[src/design/kfca_pkg.sv]
// Shared constants, types and helper functions of the constant-acceleration Kalman filter.
`default_nettype none

package kfca_pkg;

	localparam int FRAC_BITS   = 16;
	localparam int STATE_COUNT = 3;

	localparam int QW      = 32 + FRAC_BITS;
	localparam int QCNT_W  = $clog2(QW + 1);

	localparam int AW            = 6;
	localparam int RAM_DEPTH     = 33;
	localparam int STATE_ENTRIES = 12;
	localparam int SE_W          = 4;

	localparam logic [AW-1:0] X_BASE  = AW'(0);
	localparam logic [AW-1:0] P_BASE  = AW'(3);
	localparam logic [AW-1:0] XP_BASE = AW'(12);
	localparam logic [AW-1:0] T_BASE  = AW'(15);
	localparam logic [AW-1:0] PP_BASE = AW'(24);

	localparam logic [31:0] ONE = 32'(64'd1 << FRAC_BITS);

	localparam logic [2:0] REG_SAMPLE_INTERVAL   = 3'd0;
	localparam logic [2:0] REG_INITIAL_ERROR     = 3'd1;
	localparam logic [2:0] REG_PROCESS_NOISE     = 3'd2;
	localparam logic [2:0] REG_MEASUREMENT_NOISE = 3'd3;
	localparam logic [2:0] REG_THREE_STATE_MODE  = 3'd4;

	localparam logic CMD_FILTER  = 1'b0;
	localparam logic CMD_RESTART = 1'b1;

	typedef struct packed {
		logic        clip;
		logic [31:0] val;
	} sat_t;

	typedef struct packed {
		logic          vld;
		logic          first;
		logic          last;
		logic          neg;
		logic          hsq;
		logic          use_alt;
		logic [31:0]   coef;
		logic [31:0]   alt;
		logic [31:0]   base;
		logic [AW-1:0] waddr;
	} uop_t;

	typedef struct packed {
		logic          wen;
		logic          hsq_wen;
		logic          clip;
		logic [AW-1:0] waddr;
		logic [31:0]   data;
	} mac_res_t;

	function automatic sat_t sat32(input logic signed [63:0] v);
		sat_t r;
		if (v > 64'sd2147483647) begin
			r.clip = 1'b1;
			r.val  = 32'h7fff_ffff;
		end else if (v < -64'sd2147483648) begin
			r.clip = 1'b1;
			r.val  = 32'h8000_0000;
		end else begin
			r.clip = 1'b0;
			r.val  = v[31:0];
		end
		return r;
	endfunction

	function automatic logic [AW-1:0] mat_addr(input logic [AW-1:0] base,
			input logic [1:0] row, input logic [1:0] col);
		return base + AW'({row, 1'b0}) + AW'(row) + AW'(col);
	endfunction

endpackage

`default_nettype wire

[src/design/kfca_mac.sv]
// Two-stage multiply, round and accumulate datapath fed by one RAM word per cycle.
`default_nettype none

module kfca_mac (
	input  wire logic              clk,
	input  wire logic              arst_n,
	input  wire kfca_pkg::uop_t    uop,
	input  wire logic [31:0]       rdata,
	output kfca_pkg::mac_res_t     res,
	output logic                   busy
);

	localparam logic signed [63:0] ROUND_HALF = 64'sd1 <<< (kfca_pkg::FRAC_BITS - 1);
	localparam logic signed [63:0] ROUND_ONE  = 64'sd1 <<< kfca_pkg::FRAC_BITS;

	kfca_pkg::uop_t     u_s1;
	kfca_pkg::uop_t     u_s2;
	logic signed [63:0] prod_s2;
	logic signed [63:0] acc_q;
	logic signed [31:0] b_s1;
	logic signed [63:0] term;
	logic signed [63:0] start_val;
	logic signed [63:0] acc_new;
	logic signed [63:0] hsq_full;
	kfca_pkg::sat_t     sat_a;
	kfca_pkg::sat_t     sat_h;

	always_comb begin
		b_s1      = u_s1.use_alt ? $signed(u_s1.alt) : $signed(rdata);
		term      = (prod_s2 + ROUND_HALF) >>> kfca_pkg::FRAC_BITS;
		start_val = u_s2.first ? $signed(64'(u_s2.base)) : acc_q;
		acc_new   = u_s2.neg ? start_val - term : start_val + term;
		hsq_full  = (prod_s2 + ROUND_ONE) >>> (kfca_pkg::FRAC_BITS + 1);
		sat_a     = kfca_pkg::sat32(acc_new);
		sat_h     = kfca_pkg::sat32(hsq_full);
	end

	always_ff @(posedge clk or negedge arst_n) begin
		if (!arst_n) begin
			u_s1 <= '0;
			u_s2 <= '0;
		end else begin
			u_s1 <= uop;
			u_s2 <= u_s1;
		end
	end

	always_ff @(posedge clk) begin
		if (u_s1.vld) begin
			prod_s2 <= 64'($signed(u_s1.coef)) * 64'(b_s1);
		end
		if (u_s2.vld) begin
			acc_q <= acc_new;
		end
	end

	always_comb begin
		res.wen     = u_s2.vld && u_s2.last && !u_s2.hsq;
		res.hsq_wen = u_s2.vld && u_s2.hsq;
		res.waddr   = u_s2.waddr;
		res.data    = u_s2.hsq ? sat_h.val : sat_a.val;
		res.clip    = u_s2.hsq ? (u_s2.vld && sat_h.clip)
		                       : (u_s2.vld && u_s2.last && sat_a.clip);
		busy        = u_s1.vld || u_s2.vld;
	end

endmodule

`default_nettype wire

[config.mk]
export PLATFORM = sky130hd
export DESIGN_NAME = kfca_mac
export DESIGN_NICKNAME = d
export VERILOG_FILES = /design/src/design/kfca_pkg.sv /design/src/design/kfca_mac.sv
export SDC_FILE = /design/constraint.sdc
export NUM_CORES = 2
export LEC_CHECK = 0
export BUFFER_PORTS_ARGS = -buffer_cell sky130_fd_sc_hd__buf_2
export CORE_MARGIN = 2
export CORE_UTILIZATION = 65
export DETAILED_ROUTE_END_ITERATION = 8
export GPL_TIMING_DRIVEN = 0
export HOLD_SLACK_MARGIN = 0.02
export PLACE_DENSITY = 0.83
export RECOVER_POWER = 25
export SLEW_MARGIN = 20
export SYNTH_ARGS = -nofsm -noshare
export SYNTH_HDL_FRONTEND = slang
export SYNTH_SLANG_ARGS = --single-unit
[constraint.sdc]
create_clock -name clk -period 26.1 [get_ports clk]
set_clock_uncertainty 0.1 [all_clocks]
set_input_delay 3.915 -clock clk [delete_from_list [all_inputs] [get_ports clk]]
set_output_delay 3.915 -clock clk [all_outputs]
set_load 0.01 [all_outputs]
Yosys cells after proc, flatten, opt, wreduce, memory -nomap -nowiden
Index checks and enable logic that the tools add are counted.

cells by class
  add/sub/neg operators = 4
  reduce and logical (&&, ||, !) cells = 7
  $lt $le $gt $ge = 4
  multipliers = 1
  muxes and demuxes = 9

operators by type and width
  cell                                                              number
  two-way mux 33 bit                                                4
  two-way mux 64 bit                                                2
  adder 64 x 17 -> 64 bit (second input constant)                   1
  adder 64 x 18 -> 64 bit (second input constant)                   1
  adder 64 x 48 -> 64 bit                                           1
  greater-than comparator 64 x 32 -> 1 bit (second input constant)  1
  less-than comparator 64 x 32 -> 1 bit (second input constant)     1
  multiplier 32 x 32 -> 64 bit                                      1
  two-way mux 32 bit                                                2
  subtractor 64 x 48 -> 64 bit                                      1
  greater-than comparator 47 x 32 -> 1 bit (second input constant)  1
  less-than comparator 47 x 32 -> 1 bit (second input constant)     1
  logical AND 1 bit                                                 5
  zero test 1 bit                                                   1
  logical OR 1 bit                                                  1
  two-way mux 1 bit                                                 1

word-level totals
  logic and storage cells = 44
  input bits = 142
  register bits after elaboration = 279

Longest topological paths before layout
  word-level depth = 8
  gate-level depth with buffers = 33

Least setup slack after synthesis
Ideal clock, no wire load.

  kind = input -> register
  start point = input rdata[2]
  end point = register prod_s2[61] (data pin)
  required time = 25.734 ns
  library setup time = 0.266 ns
  slack = 14.134 ns
  stages = 30
  arrival = 11.600 ns
  cell sequence = mux2_2 clkbuf_1 nand2_1 inv_1 fa_1 fa_1 fa_1 inv_1 fa_1 inv_1 fa_1 inv_1 fa_1 inv_1 fa_1 inv_1 fa_1 inv_1 ha_1 a21o_1 a21o_1 a21o_1 a2111oi_0 a21boi_0 o22ai_1 a31oi_1 nor2_1 and4_1 o41ai_1 xnor2_1

between the ends
  cells in the longest elaborated chain, start to end = 2

RTL lines
  element                       RTL line        RTL
  start: declaration            kfca_mac.sv:8   input wire logic [31:0] rdata,
  two-way mux 32 bit            kfca_mac.sv:29  b_s1 = u_s1.use_alt ? $signed(u_s1.alt) : $signed(rdata);
  multiplier 32 x 32 -> 64 bit  kfca_mac.sv:50  prod_s2 <= 64'($signed(u_s1.coef)) * 64'(b_s1);
  end signal: assignment        kfca_mac.sv:50
  end: declaration              kfca_mac.sv:18  logic signed [63:0] prod_s2;

Every way passes these cells.
A chain may end at the register's enable or synchronous reset.

==> results.cfg <==
[status]
status = complete, but fails checks
violations = max-capacitance violations, max-slew violations

[min_path]
hold_path_end = u_s2[35]
hold_path_class = reg -> reg
min_from = u_s1[35]
min_delay_path_depth = 0

[floorplanning]
die_area_mm2 = 0.0824
std_cell_rows = 103
core_area_mm2 = 0.0791
die_y_um = 287
fp.dieW_um = 287
ios = 184
start_util_pct = 65.8

[sta]
fmax_mhz = 67.1
worst-slew-pin-transition_ps = 3400
timing.final.hold_violations = 0
finalCritPeriodShare_pct = 57.1
fin_crit_ps = 14900
relSlewSlack_pct = -126
rsz0062_at_grt = no
setup_viol = 0
finalMaxSlewViolations = 91
tns_ps = 0

[logic_synthesis]
synth-simple-area-share_pct = 15.4
yosys.area.top_type = fa_1
ys_warn_count = 0
synth-async-reset-ratio_pct = 57.2
synth_edf_count = 113
muxShareOfSynthArea_pct = 1.47
synthAdderAreaFrac_pct = 47.5
yosysUniqueCellTypes = 89
synth_top_area_share_pct = 41.6
ys.flop_type = dfrtp_1
syn_avg_cell_area_um2 = 9.24
synth_top_family_by_area = adder cells
synth_nets = 7106
synth-seq-cells = 264
synth.cell_area_mm2 = 0.0521
synthXorXnorAreaFrac_pct = 4.28
synth_cells = 5636
yosysSeqAreaShare_pct = 13.8
synth_area_leaders = fa_1, inv_1, dfrtp_1
synth_compound_area_share_pct = 6.44

[layout]
final_common_cell = inv_1
fin_nets = 7327
syn2layout_area_growth_pct = 6.41
fillers = 6216
mostFrequentLayoutCells = inv_1, fa_1, nand2_1
drive_above_1_share_pct = 6.56

[setup_path]
required_ps = 22080
r2r_cells = 32
arrival_ps = 10890
setup.worst_path.end_class = primary output
cpPeakStageDelay_ps = 1030
ff2ff_setup_slack_ps = 14250
cp_max_fo = 10
startpoint_type = register
rr_startpoint = u_s1[102]
crit_type = reg -> out
crit_path_top_delay_cell = nor4_1
reg2reg_to = prod_s2[63]
cpMostUsedCell = nor2b_1

[clocking]
cts_resized = 0
cts_setup_buffers = 0
cts_made_buffers = 31
clock-root-buffer = clkbuf_16
htreeDepth = 1
cts_sinks = 264
cts_hold_buf = 0
cts.clk_slew.worst_paths_ps = 60
clk_path_buf_depth = 3
cts_tree = done
insertion_delay_ps = 670

[drt]
routedWlPerCell_um = 24.5
drc = 0
wl_mm = 170
dr.pass1.iters = 6
num_vias = 41185
dr.first_iter.drc_count = 4025
via_per_inst = 5.94
final_antenna_net_count = 0

[global_route]
grt-ovfl-total = 0
grt_antenna_before_repair = 4
grt_pass1_vias = 43626
grt_use_total_pct = 42.3
grt_first_pass_wirelength_mm = 256
grt_max_degree = 81

[placement]
dp_hpwl_mm = 140
port_buffers = 183
place_congestion = 1.08

[flow_run]
cap_violations = 2
-- stage by stage --
stage	cells	hold WS [ps]	worst slack, ps	utilization, %	cell area, µm²
detailed placement	6874	235	11970	68.8	54400
CTS	6931	249	11490	70.0	55400
finish	6934	247	11200	70.0	55400
global route	6931	255	10880	70.0	55400
floorplan	5636	231	14130	-	52100
global placement	6869	232	11840	68.6	54300
-- Yosys cell counts, types with 16 or more instances --
master and number:
nor2_1 156, a31oi_1 20, nor3_1 41, nor4_1 32
mux2_2 59, or2_2 32, and2_1 119, clkbuf_1 277
nand4_1 69, xnor2_1 137, inv_1 1218, o21a_1 45
edfxtp_1 113, xor2_1 112, and3_1 25, nand2_1 873
dfrtp_1 151, nand3_1 38, ha_1 246, a21oi_1 170
o21ai_0 88, o21bai_1 16, nand2b_1 26, a21o_1 45
a211oi_1 47, nor2b_1 200, fa_1 1082
-- layout make-up --
class                           instances  area (µm²)  area share, %
Clock buffer                           40         862           1.56
Sequential cell                       264        7170           12.9
Timing Repair Buffer                  188         971           1.75
Antenna cell                            3        7.51         0.0136
Clock inverter                         17         143          0.258
Buffer                                301        1190           2.15
Multi-Input combinational cell       3852       39200           70.7
Inverter                             1219        4580           8.26
Tap cell                             1050        1310           2.37
-- cells by family (layout without fill, tap and decap cells) --
kind of cell             count (synthesis)  count (layout)
buffers and inverters                 1520            1765
adder cells (fa/ha/maj)               1328            1328
multiplexers                            69              69
AO/OA/AOI/OAI                          522             522
flip-flops                             264             264
other                                    0               3
AND/OR/NAND/NOR                       1681            1681
XOR/XNOR                               252             252
-- sequential cells by signal (all words and copies together), names as in the netlist --
name	flops
res	6
acc_q	64
prod_s2	49
u_s2	37
u_s1	108
-- metal layers --
metal	global-route usage [%]	wire length [µm]
met2	67.2	76800
met5	0	49
met4	26.4	13900
met1	50.7	58800
met3	12.7	20200
-- worst max-delay path by stage --
| stage | startpoint | to | slack (ps) | cells past startpoint |
|---|---|---|---|---|
| 2_1_floorplan | rdata[2] | prod_s2[61] | 14130 | 30 |
| 3_3_place_gp | prod_s2[15] | res[29] | 11840 | 29 |
| 3_5_place_dp | rdata[0] | prod_s2[63] | 11970 | 30 |
| 4_1_cts | prod_s2[15] | res[27] | 11490 | 29 |
| 5_1_grt | prod_s2[15] | res[28] | 10880 | 29 |
| 6_report | prod_s2[15] | res[28] | 11200 | 29 |
-- worst max-delay path: cells and delay by family (launching register included) --
kind / cells / cell delay (ps)
adder cells (fa/ha/maj): 2 / 580
XOR/XNOR: 1 / 440
buffers and inverters: 4 / 980
flip-flops: 1 / 750
AND/OR/NAND/NOR: 16 / 5890
AO/OA/AOI/OAI: 6 / 1580
Power is not shown: default switching activity piles up to over one toggle a cycle in this logic, so the estimate is an artifact.
