<file path="src/design/kfca_pkg.sv">
// Shared constants, types and helper functions of the constant-acceleration Kalman filter.
`default_nettype none

package kfca_pkg;

	localparam int FRAC_BITS   = 16;
	localparam int STATE_COUNT = 3;

	localparam int QW      = 32 + FRAC_BITS;
	localparam int QCNT_W  = $clog2(QW + 1);

	localparam int AW            = 6;
	localparam int RAM_DEPTH     = 33;
	localparam int STATE_ENTRIES = 12;
	localparam int SE_W          = 4;

	localparam logic [AW-1:0] X_BASE  = AW'(0);
	localparam logic [AW-1:0] P_BASE  = AW'(3);
	localparam logic [AW-1:0] XP_BASE = AW'(12);
	localparam logic [AW-1:0] T_BASE  = AW'(15);
	localparam logic [AW-1:0] PP_BASE = AW'(24);

	localparam logic [31:0] ONE = 32'(64'd1 << FRAC_BITS);

	localparam logic [2:0] REG_SAMPLE_INTERVAL   = 3'd0;
	localparam logic [2:0] REG_INITIAL_ERROR     = 3'd1;
	localparam logic [2:0] REG_PROCESS_NOISE     = 3'd2;
	localparam logic [2:0] REG_MEASUREMENT_NOISE = 3'd3;
	localparam logic [2:0] REG_THREE_STATE_MODE  = 3'd4;

	localparam logic CMD_FILTER  = 1'b0;
	localparam logic CMD_RESTART = 1'b1;

	typedef struct packed {
		logic        clip;
		logic [31:0] val;
	} sat_t;

	typedef struct packed {
		logic          vld;
		logic          first;
		logic          last;
		logic          neg;
		logic          hsq;
		logic          use_alt;
		logic [31:0]   coef;
		logic [31:0]   alt;
		logic [31:0]   base;
		logic [AW-1:0] waddr;
	} uop_t;

	typedef struct packed {
		logic          wen;
		logic          hsq_wen;
		logic          clip;
		logic [AW-1:0] waddr;
		logic [31:0]   data;
	} mac_res_t;

	function automatic sat_t sat32(input logic signed [63:0] v);
		sat_t r;
		if (v > 64'sd2147483647) begin
			r.clip = 1'b1;
			r.val  = 32'h7fff_ffff;
		end else if (v < -64'sd2147483648) begin
			r.clip = 1'b1;
			r.val  = 32'h8000_0000;
		end else begin
			r.clip = 1'b0;
			r.val  = v[31:0];
		end
		return r;
	endfunction

	function automatic logic [AW-1:0] mat_addr(input logic [AW-1:0] base,
			input logic [1:0] row, input logic [1:0] col);
		return base + AW'({row, 1'b0}) + AW'(row) + AW'(col);
	endfunction

endpackage

`default_nettype wire

</file>
<file path="src/design/kfca_div.sv">
// Restoring divider producing one quotient bit per cycle on unsigned magnitudes.
`default_nettype none

module kfca_div (
	input  wire logic                    clk,
	input  wire logic                    arst_n,
	input  wire logic                    start,
	input  wire logic [kfca_pkg::QW-1:0] dividend,
	input  wire logic [31:0]             divisor,
	output logic                         done,
	output logic [kfca_pkg::QW-1:0]      quotient
);

	logic [kfca_pkg::QW-1:0]     q_q;
	logic [31:0]                 r_q;
	logic [31:0]                 d_q;
	logic [kfca_pkg::QCNT_W-1:0] cnt_q;
	logic                        run_q;
	logic                        done_q;
	logic [32:0]                 rr;
	logic [32:0]                 rn;
	logic                        ge;

	always_comb begin
		rr = {r_q, q_q[kfca_pkg::QW-1]};
		ge = rr >= {1'b0, d_q};
		rn = ge ? rr - {1'b0, d_q} : rr;
	end

	always_ff @(posedge clk or negedge arst_n) begin
		if (!arst_n) begin
			run_q  <= 1'b0;
			cnt_q  <= '0;
			done_q <= 1'b0;
		end else begin
			done_q <= 1'b0;
			if (start) begin
				q_q   <= dividend;
				r_q   <= '0;
				d_q   <= divisor;
				cnt_q <= kfca_pkg::QCNT_W'(kfca_pkg::QW);
				run_q <= 1'b1;
			end else if (run_q) begin
				q_q   <= {q_q[kfca_pkg::QW-2:0], ge};
				r_q   <= rn[31:0];
				cnt_q <= cnt_q - 1'b1;
				if (cnt_q == kfca_pkg::QCNT_W'(1)) begin
					run_q  <= 1'b0;
					done_q <= 1'b1;
				end
			end
		end
	end

	assign done     = done_q;
	assign quotient = q_q;

endmodule

`default_nettype wire

</file>
<file path="config.mk">
export PLATFORM = sky130hd
export DESIGN_NAME = kfca_div
export DESIGN_NICKNAME = d
export VERILOG_FILES = /design/src/design/kfca_pkg.sv /design/src/design/kfca_div.sv
export SDC_FILE = /design/constraint.sdc
export NUM_CORES = 1
export LEC_CHECK = 0
export ABC_AREA = 1
export ABC_CLOCK_PERIOD_IN_PS = 4300
export BUFFER_PORTS_ARGS = -buffer_cell sky130_fd_sc_hd__clkbuf_2
export CAP_MARGIN = 40
export CORE_MARGIN = 1.5
export CORE_UTILIZATION = 45
export DETAILED_ROUTE_END_ITERATION = 12
export PLACE_DENSITY = 0.69
export SLEW_MARGIN = 20
export SYNTH_ARGS = -nofsm -noshare
export SYNTH_HDL_FRONTEND = slang
export SYNTH_SLANG_ARGS = --single-unit
</file>
<file path="constraint.sdc">
create_clock -name clk -period 4.3 [get_ports clk]
set_clock_uncertainty 0.1 [all_clocks]
set_input_delay 0.43 -clock clk [delete_from_list [all_inputs] [get_ports clk]]
set_output_delay 0.43 -clock clk [all_outputs]
set_load 0.02 [all_outputs]
</file>
Yosys cells after proc, flatten, opt, wreduce, memory -nomap -nowiden
Cells that the tools add are included.
W data, S select, Z words.
- add/subtract/negate cells: 2
- magnitude comparators: 1
- eq/ne operators: 1
- muxes and demuxes: 12
- reductions and logical operators: 3
- operators with widths (operator ; number):
    $mux W48 ; 2
    $mux W32 ; 2
    $ge A33 B32 Y1 ; 1
    $sub A32 B32 Y32 ; 1
    $mux W6 ; 2
    $eq A6 B1 Y1 const B ; 1
    $mux W1 ; 6
    $sub A6 B1 Y6 const B ; 1
    $reduce_and A2 Y1 ; 2
    $reduce_bool A2 Y1 ; 1
- bits in registers: 120
- bits of input ports: 83
- output and inout port bits: 49
- word-level logic and storage cells: 25

Logic depth before layout (Yosys ltp)
Gate-level depths: netlist (run 1).
- word-level depth: 4
- depth in mapped cells: 17
- gate-level depth less buffers: 17

Least setup slack after synthesis (run 1)
No wires, ideal clock.
- path kind: input -> register
- from: input port start
- to: register q_q, in the netlist quotient[0], enable pin
- setup time: 454 ps
- arrival time: 3069 ps
- required time: 3746 ps
- slack: 678 ps
- cell stages on the path: 4
- buffers on the path: 2
- path through: clkbuf_1 -> nor2_1 -> clkbuf_1 -> nor2_1
- word-level cells in the longest chain between the ends: 2
- RTL lines (item ; line ; text):
    start, declared ; kfca_div.sv:7 ; input wire logic start,
    $reduce_bool A2 Y1 (no line) ; n/a ;
    $reduce_and A2 Y1 (no line) ; n/a ;
    end signal, assigned ; kfca_div.sv:38 ; q_q <= dividend;
    end signal, assigned ; kfca_div.sv:44 ; q_q <= {q_q[kfca_pkg::QW-2:0], ge};
    end, declared ; kfca_div.sv:14 ; logic [kfca_pkg::QW-1:0] q_q;
No other way between the ends.
A chain may end at the register's enable or synchronous reset.

Final worst setup path (run 1)
- from: register r_q[23]
- to: register r_q[0] (data pin)
- word-level cells in the longest chain between the ends: 3
- RTL lines (item ; line ; text):
    start, declared ; kfca_div.sv:15 ; logic [31:0] r_q;
    start signal, assigned ; kfca_div.sv:45 ; r_q <= rn[31:0];
    $ge A33 B32 Y1 ; kfca_div.sv:26 ; ge = rr >= {1'b0, d_q};
    $mux W32 ; kfca_div.sv:27 ; rn = ge ? rr - {1'b0, d_q} : rr;
    $mux W32 ; kfca_div.sv:43 ; end else if (run_q) begin
No other way between the ends.

==> results of run 1 <==
[metrics by stage]
step	instance area [um^2]	power, mW	hold slack (ps)	setup WS (ps)	cells
finish	9230	4.07	77.8	1190	1394
CTS	9200	4.08	58.2	1200	1393
global route	9230	4.30	62.5	986	1394
detailed placement	8600	2.61	379	1220	1361
floorplan	7710	2.30	34.4	678	1028
global placement	8600	2.59	372	1260	1361
[logic make-up after synthesis]
logic type | after synthesis | synth area share, %
and+or+nand+nor | 605 | 32.6
buffers and inverters | 195 | 9.74
DFF | 120 | 46.2
AOI/OAI and AO/OA | 57 | 3.90
adders and majority gates | 35 | 5.78
xor gates and xnor gates | 16 | 1.82
[metal layers]
metal  track usage, %  vias to the layer above
li1                 -                     3508
met5                0                        -
met4             7.55                        0
met1             31.9                     3056
met3             6.12                       35
met2             35.9                      240
[sequential cells by signal, summed over array words and instances, names as in the netlist]
register and count:
d_q 32, cnt_q 6, run_q 1, done 1, r_q 32, quotient 48
[final cells by class]
class	count	area [um^2]
Clock inverter	14	173
Clock buffer	18	429
Inverter	169	634
Multi-Input combinational cell	713	3410
Tap cell	220	275
Timing Repair Buffer	140	743
Sequential cell	120	3560
Fill cell	1582	7410
[report_power, final]
part	leakage [nW]	switching, mW	internal (mW)
logic	3.31	0.720	0.393
clock network	0.283	0.557	0.914
registers	1.19	0.0637	1.42
total	4.78	1.34	2.73
[cell usage after synthesis (2+ instances only)]
cell and n:
a21oi_1 24, buf_2 6, buf_4 3, clkbuf_1 17, dfrtp_1 8, edfxtp_1 112, ha_1 34, inv_1 162
inv_2 6, nand2_1 438, nand2_2 2, nand3_1 76, nand3_2 2, nand3b_1 20, nand4_1 2, nor2_1 49
nor3_1 8, nor4_1 3, o21ai_0 10, o21ai_1 16, o21bai_1 4, xnor2_1 15
[worst register-to-register path: stages, from the launching register on]
cell	delay, ps
edfxtp_1	460
ha_1	430
nand2_1	200
inv_2	50
nand2_1	60
nand2_1	80
inv_2	50
nand2_1	60
nand2_1	80
nand3_2	90
nor2_4	500
nand2_4	400
nand2_1	180
nand3_1	90
o21ai_1	90
[worst min-delay path by stage]
stage,start,endpoint,slack (ps),cells after the start
after CTS,divisor[30],d_q[30],60,1
after floorplan,arst_n,cnt_q[0],30,0
after global routing,divisor[30],d_q[30],60,1
after detailed placement,cnt_q[3],cnt_q[3],380,1
after global placement,cnt_q[3],cnt_q[3],370,1
final,divisor[20],d_q[20],80,1
==> impl_metrics.sql, run 1 <==
INSERT INTO impl_metrics (metric_group, metric, value, unit) VALUES
('worst_setup_path', 'slowest_stage', 'nor2_4', ''),
('sta', 'worst_slew_pin_slew', '767', 'ps'),
('logic_synthesis', 'synthesis_stage_register_bit_count', '120', ''),
('worst_setup_path', 'cpMostUsedCell', 'nand2_1', ''),
('clock_tree', 'numClockSinks', '120', ''),
('worst_setup_path', 'reg2reg_slack', '1190', 'ps'),
('route', 'route.antenna.remaining_nets', '0', ''),
('logic_synthesis', 'synthTopCellsByArea', 'edfxtp_1 44%, nand2_1 21%, inv_1 7.9%', ''),
('logic_synthesis', 'netlist.area_leader.share', '43.6', '%'),
('worst_setup_path', 'critical_path_depth', '14', ''),
('logic_synthesis', 'synthesis.area_per_instance', '7.50', 'um^2'),
('route', 'met3_wirelength', '1.51', 'mm'),
('floorplan', 'design.die.area', '17900', 'um^2'),
('worst_setup_path', 'timing.critical_path.to_type', 'register', ''),
('worst_setup_path', 'cp_cell_sequence', 'ha_1 -> nand2_1 -> inv_2 -> nand2_1 -> nand2_1 -> inv_2 -> nand2_1 -> nand2_1 -> nand3_2 -> nor2_4 -> nand2_4 -> nand2_1 -> nand3_1 -> o21ai_1', ''),
('logic_synthesis', 'syn_area', '7710', 'um^2'),
('pwr', 'power_density', '441', 'nW/um^2'),
('sta', 'final_hold_violation_count', '0', ''),
('finish', 'finish.net_count', '1279', ''),
('worst_setup_path', 'path_class', 'register to register', ''),
('logic_synthesis', 'synth_cell_types', '33', ''),
('worst_setup_path', 'critPathCapture', 'r_q[0]', ''),
('floorplan', 'initial_utilization', '46.3', '%'),
('sta', 'final_max_tran_viols', '0', ''),
('clock_tree', 'cts_tree', 'built', ''),
('global_routing', 'grt-ovfl-total', '0', ''),
('sta', 'setup_tns', '0', 'ps'),
('worst_setup_path', 'worst_r2r_startpoint', 'r_q[23]', ''),
('hold_path', 'holdCritPathClass', 'input pin to register', ''),
('logic_synthesis', 'yosys_warnings', '0', ''),
('clock_tree', 'ctsHtreeMaxLevel', '4', ''),
('finish', 'post_route_cells_drive_above_1_share', '15.7', '%'),
('global_routing', 'number_of_antenna_violations_at_the_first_check_in_global_routing', '0', ''),
('route', 'm1_wire_length', '9.06', 'mm'),
('status', 'run_status', 'completed', ''),
('clock_tree', 'cts.reportedPaths.clkPinSlew', '60', 'ps'),
('finish', 'layout.cells.most_common', 'nand2_1', ''),
('worst_setup_path', 'timing.critical_path.slowest_cell_delay', '500', 'ps'),
('sta', 'finalSetupViolations', '0', ''),
('logic_synthesis', 'yosys.area.top_type', 'edfxtp_1', ''),
('flow_run', 'max_cap_violations', '0', ''),
('finish', 'layout.core_utilization', '55.5', '%'),
('worst_setup_path', 'worst-endpoint-arrival', '3270', 'ps'),
('route', 'maxUsedRoutingLayer', 'met4', ''),
('route', 'detail_route.drc_violations', '0', ''),
('global_routing', 'grt_usage', '23.2', '%'),
('clock_tree', 'clock_insertion_delay_worst_skew', '430', 'ps'),
('route', 'drt_pre_antenna_iters', '7', ''),
('clock_tree', 'post_cts_hold_buffer_count', '0', ''),
('placement', 'detailed_place_hpwl', '14.8', 'mm'),
('logic_synthesis', 'synth.net_count', '1146', ''),
('clock_tree', 'cts_repair_resize_count', '0', ''),
('sta', 'post-route-period-util', '72.3', '%'),
('sta', 'period_needed', '3110', 'ps'),
('floorplan', 'io_pins', '132', ''),
('route', 'detailedRoute.firstIterationViolations', '451', ''),
('route', 'total_length_of_routed_met2_wires', '8.91', 'mm'),
('worst_setup_path', 'startpoint', 'r_q[23]', ''),
('sta', 'fmaxAchievable', '322', 'MHz'),
('pwr', 'ir_drop', '0.299', 'mV'),
('finish', 'most_frequent_cells_in_the_layout', '438 x nand2_1, 162 x inv_1, 131 x clkbuf_2, 112 x edfxtp_1, 76 x nand3_1', ''),
('route', 'route.vias.total', '6839', ''),
('pwr', 'p_leak', '4.78', 'nW'),
('route', 'totalWireLength', '19.9', 'mm'),
('global_routing', 'grt_pass1_wl', '32.4', 'mm'),
('clock_tree', 'cts_inserted_buffers', '17', ''),
('global_routing', 'vias_in_the_first_global_route', '6366', ''),
('route', 'detail_route.wl_per_cell', '14.3', 'um'),
('clock_tree', 'cts-root-to-sink-buffers', '2', ''),
('worst_setup_path', 'cp_top_family', 'simple AND/OR/NAND/NOR gates', ''),
('placement', 'io_buffers', '131', '');
(Power assumes the default switching activity.)
==> inputs of run 2 (changes only) <==
--- a/config.mk
+++ b/config.mk
@@ -6,13 +6,13 @@
 export NUM_CORES = 1
 export LEC_CHECK = 0
 export ABC_AREA = 1
-export ABC_CLOCK_PERIOD_IN_PS = 4300
+export ABC_CLOCK_PERIOD_IN_PS = 2800
 export BUFFER_PORTS_ARGS = -buffer_cell sky130_fd_sc_hd__clkbuf_2
 export CAP_MARGIN = 40
 export CORE_MARGIN = 1.5
 export CORE_UTILIZATION = 45
 export DETAILED_ROUTE_END_ITERATION = 12
-export PLACE_DENSITY = 0.69
+export PLACE_DENSITY = 0.72
 export SLEW_MARGIN = 20
 export SYNTH_ARGS = -nofsm -noshare
 export SYNTH_HDL_FRONTEND = slang
==> constraint.sdc (replaced) <==
create_clock -name clk -period 2.8 [get_ports clk]
set_clock_uncertainty 0.1 [all_clocks]
set_input_delay 0.28 -clock clk [delete_from_list [all_inputs] [get_ports clk]]
set_output_delay 0.28 -clock clk [all_outputs]
set_load 0.02 [all_outputs]
==> run 2 against run 1 <==
Net effect:
- sequential share of layout area is 1.6 points lower
- largest cell class unchanged
- critical endpoint is now r_q[5]
- global-route usage is 1.1 points higher
- wire length is 4.7% higher
- flip-flop and latch count stayed put
- register-to-register slack worse by 1000 ps
- clock power is 46% higher
- worst hold slack worse by 58 ps
==> impl_metrics.sql, run 2 (synthesis gave the netlist of run 1 again) <==
INSERT INTO impl_metrics (metric_group, metric, value, unit) VALUES
('floorplan', 'std_cell_rows', '47', ''),
('floorplan', 'design.core.area', '16600', 'um^2'),
('floorplan', 'io_pins', '132', ''),
('worst_setup_path', 'timing.critical_path.to_type', 'register', ''),
('route', 'route.vias.total', '7027', ''),
('sta', 'setup_tns', '0', 'ps'),
('sta', 'finalSetupViolations', '0', ''),
('placement', 'preCtsSetupSlack', '138', 'ps'),
('global_routing', 'number_of_antenna_violations_at_the_first_check_in_global_routing', '0', ''),
('clock_tree', 'clock_insertion_delay_worst_skew', '420', 'ps'),
('placement', 'io_buffers', '131', ''),
('sta', 'worst_slew_pin_slew', '714', 'ps'),
('worst_setup_path', 'slowest_stage', 'edfxtp_1', ''),
('global_routing', 'grt_max_degree', '54', ''),
('finish', 'post_route_cells_drive_above_1_share', '16.2', '%'),
('sta', 'relSlewSlack', '52.4', '%'),
('sta', 'final_max_tran_viols', '0', ''),
('floorplan', 'die_h', '134', 'um'),
('placement', 'place_congestion', '0.923', ''),
('finish', 'flow.area_growth_from_synthesis', '25.0', '%'),
('worst_setup_path', 'critPathRequiredTime', '2840', 'ps'),
('pwr', 'p_leak', '4.97', 'nW'),
('route', 'drt_pre_antenna_iters', '5', ''),
('route', 'detailedRoute.firstIterationViolations', '519', ''),
('worst_setup_path', 'cp_cell_sequence', 'ha_1 -> nand2_1 -> nor3_1 -> nand3_1 -> nand3_2 -> nor2_4 -> nand2_4 -> buf_12 -> nand2_1 -> nand3_1 -> o21ai_0', ''),
('pwr', 'ir_drop', '0.526', 'mV'),
('sta', 'post-route-period-util', '93.1', '%'),
('floorplan', 'fp.dieW', '134', 'um'),
('floorplan', 'design.die.area', '17900', 'um^2'),
('global_routing', 'vias_in_the_first_global_route', '6681', ''),
('clock_tree', 'cts_inserted_buffers', '17', ''),
('pwr', 'power.total', '6.24', 'mW'),
('clock_tree', 'ctsHtreeMaxLevel', '4', ''),
('hold_path', 'holdCritPathClass', 'input pin to register', ''),
('worst_setup_path', 'timing.critical_path.slowest_cell_delay', '450', 'ps'),
('clock_tree', 'numClockSinks', '120', ''),
('route', 'detail_route.wl_per_cell', '14.5', 'um'),
('clock_tree', 'cts_tree', 'built', ''),
('finish', 'number_of_flip_flops_under_the_largest_register_name', '48', ''),
('global_routing', 'grt_usage', '24.3', '%'),
('worst_setup_path', 'path_class', 'register to register', ''),
('sta', 'final_hold_violation_count', '0', ''),
('route', 'totalWireLength', '20.9', 'mm'),
('global_routing', 'grt-ovfl-total', '0', ''),
('finish', 'most_frequent_cells_in_the_layout', '438 x nand2_1, 162 x inv_1, 131 x clkbuf_2, 112 x edfxtp_1, 76 x nand3_1', ''),
('flow_run', 'max_cap_violations', '0', ''),
('pwr', 'power_density', '648', 'nW/um^2'),
('finish', 'antenna-diode-count', '0', ''),
('sta', 'period_needed', '2610', 'ps'),
('clock_tree', 'cts.root.buffer_cell', 'clkbuf_16', ''),
('route', 'detail_route.drc_violations', '0', ''),
('worst_setup_path', 'worst-endpoint-arrival', '2650', 'ps'),
('route', 'vias_per_cell', '4.88', ''),
('floorplan', 'initial_utilization', '46.3', '%'),
('placement', 'detailed_place_hpwl', '15.5', 'mm'),
('worst_setup_path', 'timing.critical_path.from_type', 'register', ''),
('clock_tree', 'cts-root-to-sink-buffers', '2', ''),
('finish', 'finish.net_count', '1324', ''),
('route', 'route.antenna.remaining_nets', '0', ''),
('sta', 'final_critical_path_setup_slack', '192', 'ps'),
('finish', 'layout.cells.most_common', 'nand2_1', ''),
('status', 'run_status', 'completed', ''),
('sta', 'fmaxAchievable', '383', 'MHz'),
('global_routing', 'grt_pass1_wl', '34.0', 'mm'),
('clock_tree', 'cts.reportedPaths.clkPinSlew', '60', 'ps'),
('sta', 'setup_repair_after_global_routing_missed_its_margin', 'false', ''),
('worst_setup_path', 'worst-path-max-fanout', '18', '');
==> run 2: final cells by class <==
class | instances | area [um^2]
tap | 220 | 275
timing repair buffer | 185 | 1190
inverter | 169 | 634
clock inverter | 15 | 141
multi-input combinational | 713 | 3410
sequential | 120 | 3560
fill | 1530 | 7010
clock buffer | 17 | 425
==> run 2: worst paths after layout <==
kind / startpoint / depth (start not counted) / to / slack, ps
hold / removal: dividend[3] / 3 / quotient[3] / 20
max in group asynchronous: arst_n / 3 / cnt_q[1] / 1770
hold reg to reg: cnt_q[5] / 1 / cnt_q[5] / 400
min in group asynchronous: arst_n / 3 / cnt_q[2] / 440
setup reg to reg: r_q[27] / 11 / r_q[5] / 190
setup / recovery: r_q[27] / 11 / r_q[5] / 190
==> run 2: report_power, final <==
part	switching, mW	internal, mW	total, mW
Combinational	1.14	0.686	1.83
Clock	0.901	1.24	2.14
Sequential	0.100	2.18	2.28
Total	2.14	4.10	6.24
==> run 2: critical path: cells and delay by family, from the launching register on <==
family,cells,cell delay [ps]
AO/OA/AOI/OAI,1,80
buffers and inverters,1,150
AND/OR/NAND/NOR,8,1160
flip-flops,1,450
adder cells (fa/ha/maj),1,400
==> run 2: metal layers <==
layer / up-vias / part of all wire, % / routed length (um) / GRT usage [%]
li1: 3595 / - / - / -
met1: 3173 / 45 / 9350 / 32.4
met2: 231 / 47 / 9710 / 39.6
met3: 28 / 6.7 / 1400 / 5.71
met4: 0 / 1.9 / 406 / 7.19
met5: - / 0 / 0 / 0
==> run 2: metrics by stage <==
step / std cells / util (%) / hold WS (ps) / area, um^2
after global placement: 1372 / 52.4 / 329 / 8710
after global routing: 1439 / 57.9 / 17.7 / 9630
after CTS: 1437 / 57.8 / 6.07 / 9610
final: 1439 / 57.9 / 20.2 / 9630
after detailed placement: 1372 / 52.4 / 329 / 8710
after floorplan: 1028 / - / -116 / 7710
==> run 2: what timing repair did <==
action,in CTS,in global routing
hold endpoints to repair,40,0
hold buffers,33,0
setup buffers,0,2
gates resized for setup,0,3
setup endpoints to repair,0,26
==> inputs of run 3 (changes only) <==
--- a/config.mk
+++ b/config.mk
@@ -6,13 +6,13 @@
 export NUM_CORES = 1
 export LEC_CHECK = 0
 export ABC_AREA = 1
-export ABC_CLOCK_PERIOD_IN_PS = 2800
+export ABC_CLOCK_PERIOD_IN_PS = 2550
 export BUFFER_PORTS_ARGS = -buffer_cell sky130_fd_sc_hd__clkbuf_2
 export CAP_MARGIN = 40
 export CORE_MARGIN = 1.5
 export CORE_UTILIZATION = 45
 export DETAILED_ROUTE_END_ITERATION = 12
-export PLACE_DENSITY = 0.72
+export PLACE_DENSITY = 0.69
 export SLEW_MARGIN = 20
 export SYNTH_ARGS = -nofsm -noshare
 export SYNTH_HDL_FRONTEND = slang
==> constraint.sdc (replaced) <==
create_clock -name clk -period 2.55 [get_ports clk]
set_clock_uncertainty 0.1 [all_clocks]
set_input_delay 0.255 -clock clk [delete_from_list [all_inputs] [get_ports clk]]
set_output_delay 0.255 -clock clk [all_outputs]
set_load 0.02 [all_outputs]
==> run 3 against run 2 <==
Net effect:
- die area stayed put
- combinational power is 33% higher
- total power is 15% higher
- register-to-register slack worse by 130 ps
- flip-flop and latch count stayed put
- non-clock buffer count is 53 higher
- maximum frequency is 4.9% higher
- largest cell class is now multi-input gates
==> impl_metrics.sql, run 3 (synthesis gave the netlist of run 1 again) <==
INSERT INTO impl_metrics (metric_group, metric, value, unit) VALUES
('status', 'run_status', 'completed', ''),
('worst_setup_path', 'reg2reg_slack', '60', 'ps'),
('placement', 'place_congestion', '0.951', ''),
('clock_tree', 'numClockSinks', '120', ''),
('global_routing', 'grt_max_degree', '49', ''),
('sta', 'period_needed', '2490', 'ps'),
('worst_setup_path', 'cp_cell_sequence', 'ha_2 -> nand2_1 -> nor3_2 -> nand3_1 -> nand3_2 -> nor2_4 -> buf_12 -> nand2_8 -> clkbuf_16 -> nand2_1 -> nand3_1 -> o21ai_1', ''),
('route', 'route.vias.total', '7376', ''),
('floorplan', 'initial_utilization', '46.3', '%'),
('global_routing', 'number_of_antenna_violations_at_the_first_check_in_global_routing', '0', ''),
('route', 'detail_route.drc_violations', '0', ''),
('sta', 'final_max_tran_viols', '0', ''),
('sta', 'whs', '6.63', 'ps'),
('global_routing', 'grt-ovfl-total', '0', ''),
('placement', 'detailed_place_hpwl', '15.5', 'mm'),
('finish', 'most_frequent_cells_in_the_layout', '429 x nand2_1, 161 x inv_1, 131 x clkbuf_2, 112 x edfxtp_1, 75 x nand3_1', ''),
('global_routing', 'vias_in_the_first_global_route', '6958', ''),
('finish', 'flow.area_growth_from_synthesis', '37.4', '%'),
('clock_tree', 'ctsHtreeMaxLevel', '4', ''),
('route', 'route.antenna.remaining_nets', '0', ''),
('route', 'detailedRoute.firstIterationViolations', '623', ''),
('route', 'detail_route.wl_per_cell', '15.1', 'um'),
('finish', 'antenna-diode-count', '0', ''),
('pwr', 'p_leak', '5.27', 'nW'),
('worst_setup_path', 'worst-path-max-fanout', '11', ''),
('placement', 'placedCellCount', '1383', ''),
('finish', 'finish.net_count', '1377', ''),
('worst_setup_path', 'cp.buffers_inverters', '2', ''),
('global_routing', 'grt_pass1_wl', '34.5', 'mm'),
('worst_setup_path', 'critPathRequiredTime', '2590', 'ps'),
('pwr', 'ir_drop', '0.519', 'mV'),
('placement', 'post_detailed_placement_cell_area', '8800', 'um^2'),
('worst_setup_path', 'reg2reg_depth', '12', ''),
('floorplan', 'design.die.area', '17900', 'um^2'),
('worst_setup_path', 'timing.critical_path.to_type', 'register', ''),
('pwr', 'power.total', '7.17', 'mW'),
('hold_path', 'holdCritPathClass', 'input pin to register', ''),
('worst_setup_path', 'critical_path_depth', '12', ''),
('sta', 'relSlewSlack', '46.6', '%'),
('sta', 'finalSetupViolations', '0', ''),
('sta', 'final_critical_path_setup_slack', '63.7', 'ps'),
('sta', 'setup_tns', '0', 'ps'),
('finish', 'layoutNonFillerInstCount', '1492', ''),
('route', 'vias_per_cell', '4.94', ''),
('worst_setup_path', 'timing.critical_path.from_type', 'register', ''),
('clock_tree', 'cts_tree', 'built', ''),
('finish', 'number_of_flip_flops_under_the_largest_register_name', '48', ''),
('pwr', 'power_density', '677', 'nW/um^2'),
('worst_setup_path', 'critical_path.reg2reg.endpoint', 'r_q[15]', ''),
('worst_setup_path', 'worst-endpoint-arrival', '2530', 'ps'),
('sta', 'final_hold_violation_count', '0', ''),
('floorplan', 'io_pins', '132', ''),
('sta', 'fmaxAchievable', '402', 'MHz'),
('worst_setup_path', 'path_class', 'register to register', ''),
('worst_setup_path', 'slowest_stage', 'edfxtp_1', ''),
('finish', 'layout.cells.most_common', 'nand2_1', ''),
('floorplan', 'design.core.area', '16600', 'um^2'),
('finish', 'finish.instance_area', '10600', 'um^2'),
('worst_setup_path', 'timing.critical_path.slowest_cell_delay', '430', 'ps'),
('clock_tree', 'cts.reportedPaths.clkPinSlew', '70', 'ps'),
('placement', 'preCtsSetupSlack', '-134', 'ps'),
('global_routing', 'grt_usage', '24.7', '%'),
('floorplan', 'std_cell_rows', '47', ''),
('flow_run', 'max_cap_violations', '0', ''),
('sta', 'worst_slew_pin_slew', '801', 'ps'),
('route', 'drt_pre_antenna_iters', '5', ''),
('sta', 'post-route-period-util', '97.5', '%'),
('worst_setup_path', 'critPathCapture', 'r_q[15]', ''),
('worst_setup_path', 'cp_top_family', 'simple AND/OR/NAND/NOR gates', ''),
('clock_tree', 'cts.root.buffer_cell', 'clkbuf_16', ''),
('route', 'totalWireLength', '22.5', 'mm'),
('worst_setup_path', 'worst_r2r_startpoint', 'r_q[28]', ''),
('clock_tree', 'clock_insertion_delay_worst_skew', '430', 'ps'),
('worst_setup_path', 'startpoint', 'r_q[28]', ''),
('clock_tree', 'cts_inserted_buffers', '17', ''),
('floorplan', 'die_h', '134', 'um'),
('finish', 'layout.core_utilization', '63.6', '%'),
('finish', 'post_route_cells_drive_above_1_share', '21.8', '%'),
('floorplan', 'fp.dieW', '134', 'um'),
('placement', 'io_buffers', '131', ''),
('clock_tree', 'cts-root-to-sink-buffers', '2', '');
## run 3: changes by cell type in the layout (fill, tap and decap cells not counted), sizes merged
cell / previous run / this run
clkbuf: 148 / 153
dlygate4sd3: 33 / 57
buf: 21 / 46
bufinv: 1 / 0
inv: 174 / 171
clkinv: 5 / 8
## run 3: layout make-up
class                           instances  area (um^2)
Fill cell                            1421         6050
Multi-Input combinational cell        713         3840
Sequential cell                       120         3560
Timing Repair Buffer                  238         1750
Inverter                              169          634
Clock buffer                           18          429
Tap cell                              220          275
Clock inverter                         14          100
## run 3: what timing repair did
item | in CTS | in global routing
gates resized for setup | 2 | 70
hold buffers | 57 | 0
gates cloned | 0 | 4
endpoints found under the setup margin | 4 | 32
endpoints found under the hold margin | 57 | 0
pin swaps | 0 | 11
buffers inserted | 0 | 16
## run 3: where the power goes
group          total (mW)  switching (mW)  internal [mW]
registers            2.53           0.135           2.39
logic                2.44            1.38           1.06
clock network        2.20           0.962           1.24
## run 3: per-layer routing
metal | share of wire (%) | vias up | global-route usage (%)
met5 | 0 | - | 0
met3 | 7.9 | 37 | 5.86
met2 | 47 | 311 | 40.9
met4 | 1.5 | 0 | 5.92
li1 | - | 3713 | -
met1 | 44 | 3315 | 32.7
## run 3: how the worst min path moves through the flow
stage | to | start | slack (ps) | depth (start not counted)
after detailed placement | done | arst_n | 130 | 1
after global routing | quotient[32] | dividend[32] | 6 | 3
after floorplan | cnt_q[0] | arst_n | -140 | 0
after CTS | quotient[3] | dividend[3] | 0.4 | 3
final | quotient[10] | dividend[10] | 7 | 3
after global placement | done | arst_n | 130 | 1
## run 3: tightest hold or removal path: stages
cell	delay, ps
clkbuf_2	80
nand2_1	40
nand2_1	50
